### src/nsc_pkg.sv
// Shared types, character constants, code values and lookup functions for the
// NMEA sentence checker. No dependencies.
package nsc_pkg;

   localparam int unsigned ADDR_DEPTH = 5;
   localparam logic [2:0] ADDR_MAX = 3'd5;
   localparam logic [2:0] TALKER_LEN = 3'd2;

   localparam logic [7:0] CH_DOLLAR = 8'h24;
   localparam logic [7:0] CH_STAR   = 8'h2A;
   localparam logic [7:0] CH_COMMA  = 8'h2C;
   localparam logic [7:0] CH_CR     = 8'h0D;
   localparam logic [7:0] CH_LF     = 8'h0A;

   localparam logic [2:0] ERR_NONE     = 3'd0;
   localparam logic [2:0] ERR_DOLLAR   = 3'd1;
   localparam logic [2:0] ERR_STAR     = 3'd2;
   localparam logic [2:0] ERR_HEX      = 3'd3;
   localparam logic [2:0] ERR_CHECKSUM = 3'd4;
   localparam logic [2:0] ERR_ENDING   = 3'd5;

   localparam logic [2:0] TALKER_UNKNOWN = 3'd0;
   localparam logic [2:0] TALKER_GP      = 3'd1;
   localparam logic [2:0] TALKER_GL      = 3'd2;
   localparam logic [2:0] TALKER_GA      = 3'd3;
   localparam logic [2:0] TALKER_GB      = 3'd4;
   localparam logic [2:0] TALKER_GQ      = 3'd5;
   localparam logic [2:0] TALKER_GN      = 3'd6;

   localparam logic [3:0] SENT_UNKNOWN = 4'd0;
   localparam logic [3:0] SENT_GBS     = 4'd1;
   localparam logic [3:0] SENT_GGA     = 4'd2;
   localparam logic [3:0] SENT_GLL     = 4'd3;
   localparam logic [3:0] SENT_GNS     = 4'd4;
   localparam logic [3:0] SENT_GSA     = 4'd5;
   localparam logic [3:0] SENT_GST     = 4'd6;
   localparam logic [3:0] SENT_GSV     = 4'd7;
   localparam logic [3:0] SENT_RMC     = 4'd8;
   localparam logic [3:0] SENT_VTG     = 4'd9;
   localparam logic [3:0] SENT_ZDA     = 4'd10;

   typedef enum logic [2:0] {
      PH_DOLLAR = 3'd0,
      PH_BODY   = 3'd1,
      PH_HEX1   = 3'd2,
      PH_HEX2   = 3'd3,
      PH_CR     = 3'd4,
      PH_LF     = 3'd5,
      PH_DONE   = 3'd6,
      PH_FAULT  = 3'd7
   } phase_type;

   typedef logic [ADDR_DEPTH-1:0][7:0] addr_chars_type;

   typedef struct packed {
      logic       sentence_ok;
      logic [2:0] error_code;
      logic [2:0] talker_code;
      logic [3:0] sentence_code;
      logic [7:0] computed_xor;
   } result_type;

   // Bit 4 set means the character is not an upper-case hex digit.
   function automatic logic [4:0] hex_decode(input logic [7:0] c);
      logic [4:0] v;
      if (c >= 8'h30 && c <= 8'h39) begin
         v = {1'b0, 4'(c - 8'h30)};
      end else if (c >= 8'h41 && c <= 8'h46) begin
         v = {1'b0, 4'(c - 8'h37)};
      end else begin
         v = 5'h10;
      end
      return v;
   endfunction

   function automatic logic [2:0] talker_lookup(input logic [15:0] pair);
      logic [2:0] code;
      unique case (pair)
         "GP":    code = TALKER_GP;
         "GL":    code = TALKER_GL;
         "GA":    code = TALKER_GA;
         "GB":    code = TALKER_GB;
         "GQ":    code = TALKER_GQ;
         "GN":    code = TALKER_GN;
         default: code = TALKER_UNKNOWN;
      endcase
      return code;
   endfunction

   function automatic logic [3:0] sentence_lookup(input logic [23:0] tri_chars);
      logic [3:0] code;
      unique case (tri_chars)
         "GBS":   code = SENT_GBS;
         "GGA":   code = SENT_GGA;
         "GLL":   code = SENT_GLL;
         "GNS":   code = SENT_GNS;
         "GSA":   code = SENT_GSA;
         "GST":   code = SENT_GST;
         "GSV":   code = SENT_GSV;
         "RMC":   code = SENT_RMC;
         "VTG":   code = SENT_VTG;
         "ZDA":   code = SENT_ZDA;
         default: code = SENT_UNKNOWN;
      endcase
      return code;
   endfunction

endpackage

### src/nmea_sentence_checker_unit.sv
// NMEA 0183 sentence checker, top level: input register, parser, result register.
// A word accepted into the input register is parsed from there; a result is loaded
//   into the result register (rsp_tvalid) when its last word (tlast) is parsed.
// Throughput: one word per cycle, except while a held last word waits for a full result register.
// Reset (synchronous, active high) empties both registers and returns the
//   parser to waiting for a leading '$'. Depends on nsc_pkg and nsc_parser.
module nmea_sentence_checker_unit (
   input  logic        clock,
   input  logic        reset,
   // Character stream in.
   input  logic        req_tvalid,
   output logic        req_tready,
   input  logic [7:0]  req_tdata,   // [7:0] char_byte
   input  logic        req_tlast,   // end_of_string
   // One result word per sentence.
   output logic        rsp_tvalid,
   input  logic        rsp_tready,
   output logic [23:0] rsp_tdata,   // [2:0] error_code, [5:3] talker_code,
                                    // [9:6] sentence_code, [17:10] computed_xor,
                                    // [23:18] zero
   output logic [0:0]  rsp_tuser    // [0] sentence_ok
);

   logic                in_valid_ff;
   logic [7:0]          in_char_ff;
   logic                in_eos_ff;
   logic                advance;
   logic                out_valid_ff;
   nsc_pkg::result_type out_ff;
   nsc_pkg::result_type result;

   // Advance the held word unless it ends a sentence and the result slot is full and not being read.
   assign advance    = in_valid_ff && (!in_eos_ff || !out_valid_ff || rsp_tready);
   assign req_tready = !in_valid_ff || advance;

   always_ff @(posedge clock) begin
      if (reset) begin
         in_valid_ff <= 1'b0;
      end else if (req_tready) begin
         in_valid_ff <= req_tvalid;
      end
   end

   always_ff @(posedge clock) begin
      if (req_tready) begin
         in_char_ff <= req_tdata;
         in_eos_ff  <= req_tlast;
      end
   end

   nsc_parser u_parser (
      .clock      (clock),
      .reset      (reset),
      .item_valid (advance),
      .item_char  (in_char_ff),
      .item_eos   (in_eos_ff),
      .result     (result)
   );

   // Result register: load on the last char, drop once the consumer takes it.
   always_ff @(posedge clock) begin
      if (reset) begin
         out_valid_ff <= 1'b0;
      end else if (advance && in_eos_ff) begin
         out_valid_ff <= 1'b1;
      end else if (rsp_tready) begin
         out_valid_ff <= 1'b0;
      end
   end

   always_ff @(posedge clock) begin
      if (advance && in_eos_ff) begin
         out_ff <= result;
      end
   end

   assign rsp_tvalid = out_valid_ff;
   assign rsp_tuser  = out_ff.sentence_ok;
   assign rsp_tdata  = {6'b000000, out_ff.computed_xor, out_ff.sentence_code,
                        out_ff.talker_code, out_ff.error_code};

endmodule

### src/nsc_classify.sv
// Address field classifier: talker and sentence type from the captured chars.
// Depends on nsc_pkg.
module nsc_classify (
   input  nsc_pkg::addr_chars_type addr_chars,
   input  logic [2:0]              addr_count,
   output logic [2:0]              talker_code,
   output logic [3:0]              sentence_code
);

   always_comb begin
      // Entries at or above the count are never looked at.
      if (addr_count < nsc_pkg::TALKER_LEN) begin
         talker_code = nsc_pkg::TALKER_UNKNOWN;
      end else begin
         talker_code = nsc_pkg::talker_lookup({addr_chars[0], addr_chars[1]});
      end
      if (addr_count < nsc_pkg::ADDR_MAX) begin
         sentence_code = nsc_pkg::SENT_UNKNOWN;
      end else begin
         sentence_code = nsc_pkg::sentence_lookup({addr_chars[2], addr_chars[3],
                                                   addr_chars[4]});
      end
   end

endmodule

### src/nsc_parser.sv
// Sentence framing state, running checksum and address capture.
// Depends on nsc_pkg and nsc_classify.
module nsc_parser (
   input  logic                 clock,
   input  logic                 reset,
   input  logic                 item_valid,
   input  logic [7:0]           item_char,
   input  logic                 item_eos,
   output nsc_pkg::result_type  result
);

   nsc_pkg::phase_type      phase_ff, phase_in;
   logic [7:0]              xor_ff, xor_in;
   logic [3:0]              nibble_ff, nibble_in;
   logic [2:0]              err_ff, err_in;
   logic [2:0]              count_ff, count_in;
   logic                    done_ff, done_in;
   nsc_pkg::addr_chars_type chars_ff, chars_in;
   logic [2:0]              final_err;
   logic [4:0]              hex;
   logic [2:0]              talker_code;
   logic [3:0]              sentence_code;

   always_comb begin
      phase_in  = phase_ff;
      xor_in    = xor_ff;
      nibble_in = nibble_ff;
      err_in    = err_ff;
      count_in  = count_ff;
      done_in   = done_ff;
      chars_in  = chars_ff;
      hex       = nsc_pkg::hex_decode(item_char);

      // Capture the address field: up to five chars after the first char, ending at ',' or '*'.
      if (phase_ff != nsc_pkg::PH_DOLLAR && !done_ff) begin
         if (item_char == nsc_pkg::CH_COMMA || item_char == nsc_pkg::CH_STAR) begin
            done_in = 1'b1;
         end else if (count_ff < nsc_pkg::ADDR_MAX) begin
            chars_in[count_ff] = item_char;
            count_in = count_ff + 3'd1;
         end
      end

      unique case (phase_ff)
         nsc_pkg::PH_DOLLAR: begin
            if (item_char == nsc_pkg::CH_DOLLAR) begin
               phase_in = nsc_pkg::PH_BODY;
            end else begin
               err_in   = nsc_pkg::ERR_DOLLAR;
               phase_in = nsc_pkg::PH_FAULT;
            end
         end
         nsc_pkg::PH_BODY: begin
            if (item_char == nsc_pkg::CH_STAR) begin
               phase_in = nsc_pkg::PH_HEX1;
            end else begin
               xor_in = xor_ff ^ item_char;
            end
         end
         nsc_pkg::PH_HEX1: begin
            if (hex[4]) begin
               err_in   = nsc_pkg::ERR_HEX;
               phase_in = nsc_pkg::PH_FAULT;
            end else begin
               nibble_in = hex[3:0];
               phase_in  = nsc_pkg::PH_HEX2;
            end
         end
         nsc_pkg::PH_HEX2: begin
            if (hex[4]) begin
               err_in   = nsc_pkg::ERR_HEX;
               phase_in = nsc_pkg::PH_FAULT;
            end else if ({nibble_ff, hex[3:0]} != xor_ff) begin
               err_in   = nsc_pkg::ERR_CHECKSUM;
               phase_in = nsc_pkg::PH_FAULT;
            end else begin
               phase_in = nsc_pkg::PH_CR;
            end
         end
         nsc_pkg::PH_CR: begin
            if (item_char == nsc_pkg::CH_CR) begin
               phase_in = nsc_pkg::PH_LF;
            end else begin
               err_in   = nsc_pkg::ERR_ENDING;
               phase_in = nsc_pkg::PH_FAULT;
            end
         end
         nsc_pkg::PH_LF: begin
            if (item_char == nsc_pkg::CH_LF) begin
               phase_in = nsc_pkg::PH_DONE;
            end else begin
               err_in   = nsc_pkg::ERR_ENDING;
               phase_in = nsc_pkg::PH_FAULT;
            end
         end
         nsc_pkg::PH_DONE: begin
            // Anything after LF spoils the ending.
            err_in   = nsc_pkg::ERR_ENDING;
            phase_in = nsc_pkg::PH_FAULT;
         end
         nsc_pkg::PH_FAULT: begin
            // Hold: the first error sticks until the end of the sentence.
         end
      endcase

      // Sentence cut short: name the error by where it stopped.
      final_err = err_in;
      if (err_in == nsc_pkg::ERR_NONE) begin
         priority case (phase_in)
            nsc_pkg::PH_BODY:                   final_err = nsc_pkg::ERR_STAR;
            nsc_pkg::PH_HEX1, nsc_pkg::PH_HEX2: final_err = nsc_pkg::ERR_HEX;
            nsc_pkg::PH_CR, nsc_pkg::PH_LF:     final_err = nsc_pkg::ERR_ENDING;
            default:                            final_err = err_in;
         endcase
      end

      result.sentence_ok   = (final_err == nsc_pkg::ERR_NONE);
      result.error_code    = final_err;
      result.talker_code   = talker_code;
      result.sentence_code = sentence_code;
      result.computed_xor  = xor_in;
   end

   nsc_classify u_classify (
      .addr_chars    (chars_in),
      .addr_count    (count_in),
      .talker_code   (talker_code),
      .sentence_code (sentence_code)
   );

   always_ff @(posedge clock) begin
      if (reset) begin
         phase_ff  <= nsc_pkg::PH_DOLLAR;
         xor_ff    <= 8'h00;
         nibble_ff <= 4'h0;
         err_ff    <= nsc_pkg::ERR_NONE;
         count_ff  <= 3'd0;
         done_ff   <= 1'b0;
      end else if (item_valid) begin
         if (item_eos) begin
            phase_ff  <= nsc_pkg::PH_DOLLAR;
            xor_ff    <= 8'h00;
            nibble_ff <= 4'h0;
            err_ff    <= nsc_pkg::ERR_NONE;
            count_ff  <= 3'd0;
            done_ff   <= 1'b0;
         end else begin
            phase_ff  <= phase_in;
            xor_ff    <= xor_in;
            nibble_ff <= nibble_in;
            err_ff    <= err_in;
            count_ff  <= count_in;
            done_ff   <= done_in;
         end
      end
   end

   // Address chars are only read below the fill count, so they need no reset.
   always_ff @(posedge clock) begin
      if (item_valid) begin
         chars_ff <= chars_in;
      end
   end

endmodule

### config.mk
export PLATFORM = sky130hd
export DESIGN_NAME = nmea_sentence_checker_unit
export DESIGN_NICKNAME = d
export VERILOG_FILES = /design/src/nsc_pkg.sv /design/src/nmea_sentence_checker_unit.sv /design/src/nsc_classify.sv /design/src/nsc_parser.sv
export SDC_FILE = /design/constraint.sdc
export NUM_CORES = 1
export LEC_CHECK = 0
export BUFFER_PORTS_ARGS = -buffer_cell sky130_fd_sc_hd__buf_2
export CAP_MARGIN = 20
export CORE_MARGIN = 4
export CORE_UTILIZATION = 55
export CTS_CLUSTER_DIAMETER = 200
export DETAILED_ROUTE_END_ITERATION = 8
export GPL_TIMING_DRIVEN = 0
export PLACE_DENSITY_LB_ADDON = 0.15
export SYNTH_ARGS = -nofsm -noshare
export SYNTH_HDL_FRONTEND = slang
export SYNTH_HIERARCHICAL = 1
export SYNTH_SLANG_ARGS = --single-unit
### constraint.sdc
create_clock -name clock -period 12.35 [get_ports clock]
set_input_delay 0 -clock clock [delete_from_list [all_inputs] [get_ports clock]]
set_output_delay 0 -clock clock [all_outputs]
set_load 0.01 [all_outputs]
### Word-level counts from Yosys, hierarchy flattened

Cells that the tools add are included.
W data, S select, Z words.

| operators by class | value |
|---|---|
| add/subtract/negate cells | 3 |
| magnitude comparators | 9 |
| equality and inequality tests | 34 |
| multiplexer cells | 44 |
| bitwise operators | 1 |
| reduce and logical (&&, ||, !) cells | 26 |

Operator list:

| kind | number |
|---|---|
| $eq A24 B23 Y1 const B | 10 |
| $mux W40 | 3 |
| $eq A16 B15 Y1 const B | 6 |
| $mux W3 | 17 |
| $bwmux W40 | 1 |
| $pmux W4 S10 | 1 |
| $pmux W3 S6 | 2 |
| $mux W8 | 4 |
| $demux W8 S3 | 1 |
| $eq A8 B6 Y1 const B | 3 |
| $pmux W3 S7 | 1 |
| $eq A8 B4 Y1 const B | 2 |
| $eq A3 B3 Y1 const B | 5 |
| $eq A3 B2 Y1 const B | 4 |
| $mux W4 | 3 |
| $mux W5 | 2 |
| $logic_not A3 Y1 | 3 |
| $pmux W3 S3 | 1 |
| $ge A8 B6 Y1 const B | 1 |
| $ge A8 B7 Y1 const B | 1 |
| $le A8 B6 Y1 const B | 1 |
| $le A8 B7 Y1 const B | 1 |
| $ne A8 B8 Y1 | 1 |
| $reduce_bool A2 Y1 | 4 |
| other kinds (18) | 39 |

| word-level totals | value |
|---|---|
| register bits after elaboration | 92 |
| input port bits | 13 |

### Depth between registers and ports, before layout

| depth | value |
|---|---|
| depth in word-level cells | 13 |
| depth in mapped cells | 15 |
| mapped depth without buffers | 13 |

### Hierarchy

Netlist, hierarchy kept.

By module, submodules not included:

| module | times used | cells each | area each (sq um) | seq. area each (sq um) |
|---|---|---|---|---|
| nsc_parser | 1 | 351 | 3,628.5 | 1,641.6 |
| nmea_sentence_checker_unit | 1 | 46 | 998.5 | 880.8 |
| nsc_classify | 1 | 65 | 411.6 | 0.0 |

### Worst setup path before layout

OpenSTA, ideal clock, no wires.

| timing path | value |
|---|---|
| kind | register to register |
| from | register out_valid_ff (netlist: rsp_tvalid) |
| to | register u_parser.count_ff[0] |
| setup time | 0.071 ns |
| data arrival time | 4.300 ns |
| required time | 12.279 ns |
| setup slack | 7.980 ns |
| stages on the path, launching flop included | 8 |
| path buffers | 1 |
| clock period less this slack | 4.370 ns |
| cells stage by stage | dfxtp_1 > nor2b_1 > a21boi_1 > clkinv_1 > nor2_1 > clkbuf_1 > nand2_1 > a21oi_1 |

| between the ends | value |
|---|---|
| longest elaborated chain between the ends | 4 |

Ends and longest elaborated chain:

| item | line | RTL |
|---|---|---|
| start, declared | nmea_sentence_checker_unit.sv:28 | `logic out_valid_ff;` |
| start signal, assigned | nmea_sentence_checker_unit.sv:63 | `out_valid_ff <= 1'b0;` |
| start signal, assigned | nmea_sentence_checker_unit.sv:65 | `out_valid_ff <= 1'b1;` |
| start signal, assigned | nmea_sentence_checker_unit.sv:67 | `out_valid_ff <= 1'b0;` |
| $logic_not A1 Y1 | nmea_sentence_checker_unit.sv:33 | `assign advance = in_valid_ff && (!in_eos_ff \|\| !out_valid_ff \|\| rsp_tready);` |
| $logic_or A1 B1 Y1 (2 in a row) | nmea_sentence_checker_unit.sv:33 |  |
| $logic_and A1 B1 Y1 | nmea_sentence_checker_unit.sv:33 |  |
| net advance | nmea_sentence_checker_unit.sv:27 | `logic advance;` |
| end signal, assigned | nsc_parser.sv:152 | `count_ff <= count_in;` |
| end, declared | nsc_parser.sv:16 | `logic [2:0] count_ff, count_in;` |

The timed path passes the listed nets, and every way through them passes these cells.
A chain may end at the register's enable or synchronous reset.

==> run metrics <==
Die Y=104 um; DP HPWL=8.05 mm; Critical Path AT=between 4 and 5 ns; clock root buffer=clkbuf_8; gp weighted congestion=between 0.9 and 1; clock-pin slew on the worst setup and hold paths=approximately 0.09 ns; Pleak=roughly 2 nW; predominant post-synthesis flop cell=edfxtp_1; NetSw=between 0.15 and 0.2 mW; largest net degree at the start of global routing=32; CP delay by family, top=simple AND/OR/NAND/NOR gates; Clk Latency, worst-skew pair=0.36 ns; via density per instance=6.11; Die ar.=about 11,000 um2; status=completed; share of the yosys chip area belonging to registers=0.501; final clock skew=~0.017 ns; Sw Share=0.254; port bufs=33; Max-slew headroom=0.367; Fillers=710; Placed Instances=610; Multi-input gate area=2360 um2; final hold violation count=0; Critical Path Slowest Stage Cell=o21ai_0; Site Rows=34; sequential share of power=0.557; n_diodes=0; initial antenna violation count=0; Critical Path End Type=flop; Clock power frac=0.323; Worst-Margin Slew=0.940 ns; hold slack final=0.114 ns; WL/cell=between 15 and 20 um; CTS tree=done; # H-tree levels=3; first-pass GRT wire length=19.1 mm; final core utilization=0.651; pwr/cell area=approximately 110 nW/um2; Avg Cell Area, Syn=10.9 um2; crit path cell chain=buf_2, inv_1, ha_1, nand2_1, a211oi_2, nor4_1, nand3_1, buf_4, o21ai_0, nor4bb_1, nand4_1, nor4_1, a22oi_1, a21oi_1; upper clock frequency limit=~0.22 GHz; crit path launch type=flop; Syn Inst Count=approximately 460; most used cell, CP=nor4_1; Die W=104 um; vias in the first global route=between 3,000 and 4,000; CTS max path bufs=2; Post-synth ARST share=0; Cell Int Power=~0.47 mW; clk sinks=about 90; Final min period=4.52 ns; Starting Density=0.572; Final period util=0.366; flops & latches, synth=about 90; RSZ-0062 raised after global routing=false; setup_tns=0 ns; YS warnings=6; Cell Area, Synth=a little over 5000 um2; WS Path Type=reg -> reg; worst path bufs/invs=3; DRC viols=0; post-synth top area cell=edfxtp_1; combinational share of power=0.120; core area=8810 um2; EDFF count, synth=68; final setup fails=0; Netlist cell types=81; total gr overflow=0; Inserted Clock Buffers=9; Crit path required time=around 13 ns; maxcap violations=0; Net count, final=545; HP Class=in -> reg; Vias=3,906; FF+latch area=2520 um2; top post-synthesis cells by area=edfxtp_1 (41%), dfxtp_1 (9.5%), mux2_2 (4.0%), nor2_1 (3.2%), mux2_1 (3.1%); Overall Global Routing Usage=0.218; Worst Path Max Fanout=10; top cell type's share of synthesized area=0.405; Ports=40; Post-Layout Cell Count=~640; Post-Route WL=~11 mm; layout cells sized above 1=0.220; slowest stage delay, CP=approximately 0.6 ns; Detailed Routing Iterations Pass 1=5; pins over their slew limit=0; area grow syn2layout=13.8%; worst ir drop on vdd=around 0.00007 V; initial DRC count=294; Routed Antenna Nets=0
-- final cells by class --
cell class / count / share of cell area
flip-flops and latches: 92 / 0.440
multi-input cells: 335 / 0.411
repair buffers: 48 / 0.0576
plain buffers: 27 / 0.0251
well taps: 108 / 0.0236
clock buffers: 9 / 0.0216
clock inverters: 7 / 0.0131
inverters: 13 / 0.00851
-- through the flow --
stage / power (mW) / area [um2] / setup slack, ns
after global placement: 0.423 / 5360 / 6.05
after global routing: 0.653 / 5740 / 7.53
after floorplan: 0.404 / 5060 / 7.98
final: 0.625 / 5740 / 7.83
after detailed placement: 0.425 / 5410 / 7.98
after CTS: 0.629 / 5740 / 7.94
-- registers in the layout, summed over array words and instances, names as in the netlist, 3 cells and up --
signal	flops
u_parser/xor_ff	8
u_parser/chars_ff	40
u_parser/phase_ff	3
u_parser/count_ff	3
rsp_tdata	18
u_parser/err_ff	3
u_parser/nibble_ff	4
in_char_ff	8
-- final timing paths --
kind | depth (start not counted) | endpoint | slack (ns) | from
worst max-delay path | 14 | rsp_tdata[6]$_DFFE_PP_ | 7.83 | in_char_ff[0]$_DFFE_PP_
worst min-delay path | 2 | in_char_ff[6]$_DFFE_PP_ | 0.11 | rsp_tready
worst max register to register | 14 | rsp_tdata[6]$_DFFE_PP_ | 7.83 | in_char_ff[0]$_DFFE_PP_
worst min register to register | 2 | u_parser/nibble_ff[1]$_SDFFE_PP0P_ | 0.48 | u_parser/nibble_ff[1]$_SDFFE_PP0P_
-- layout by cell type, fill, tap and decap left out, types with 7 or more instances in the layout --
| master | instances |
|---|---|
| a21oi_1 | 21 |
| a22oi_1 | 18 |
| buf_2 | 40 |
| buf_4 | 7 |
| clkbuf_1 | 12 |
| clkbuf_8 | 9 |
| dfxtp_1 | 24 |
| dlygate4sd3_1 | 13 |
| edfxtp_1 | 68 |
| inv_1 | 10 |
| mux2_1 | 14 |
| mux2_2 | 18 |
| nand2_1 | 40 |
| nand3_1 | 7 |
| nor2_1 | 42 |
| nor3_1 | 11 |
| nor4_1 | 7 |
| o21ai_0 | 16 |
| xnor2_1 | 13 |
-- power by group through the flow --
| stage | Combinational (mW) | Clock (mW) | Sequential (mW) |
|---|---|---|---|
| 6_report | 0.0749 | 0.202 | 0.348 |
| 5_1_grt | 0.0819 | 0.222 | 0.349 |
| 4_1_cts | 0.0739 | 0.207 | 0.348 |
| 3_5_place_dp | 0.0705 | 0 | 0.355 |
| 3_3_place_gp | 0.0678 | 0 | 0.355 |
| 2_1_floorplan | 0.0497 | 0 | 0.355 |
-- layer usage --
| metal | track usage | vias to the layer above | wire length [um] |
|---|---|---|---|
| li1 | - | 1865 | - |
| met1 | 0.308 | 1858 | 5370 |
| met2 | 0.332 | 161 | 5110 |
| met3 | 0.0423 | 22 | 688 |
| met4 | 0.0874 | 0 | 204 |
| met5 | 0 | - | 0 |
-- synthesized netlist by cell type (all sizes together), types with 7 or more instances --
library cell / instances
a21oi: 23
a22oi: 20
buf: 15
clkbuf: 12
dfxtp: 24
edfxtp: 68
inv: 12
mux2: 32
nand2: 40
nand3: 7
nor2: 46
nor3: 14
nor4: 10
o21ai: 18
xnor2: 13
-- cells by family (layout without fill, tap and decap cells) --
logic type               Yosys count  in the layout  synth area share
AO/OA/AOI/OAI                    105            105             0.150
XOR/XNOR                          16             16            0.0278
adder cells (fa/ha/maj)            6              6            0.0149
buffers and inverters             40            104            0.0382
flip-flops                        92             92             0.501
multiplexers                      32             32            0.0715
other                              1              6          0.000744
AND/OR/NAND/NOR                  170            170             0.196
-- repair_timing --
item / in CTS / in global routing
buffers inserted: 0 / 0
hold buffers: 13 / 0
endpoints found under the hold margin: 13 / 0
gates resized for setup: 0 / 0
(Power assumes the default switching activity.)
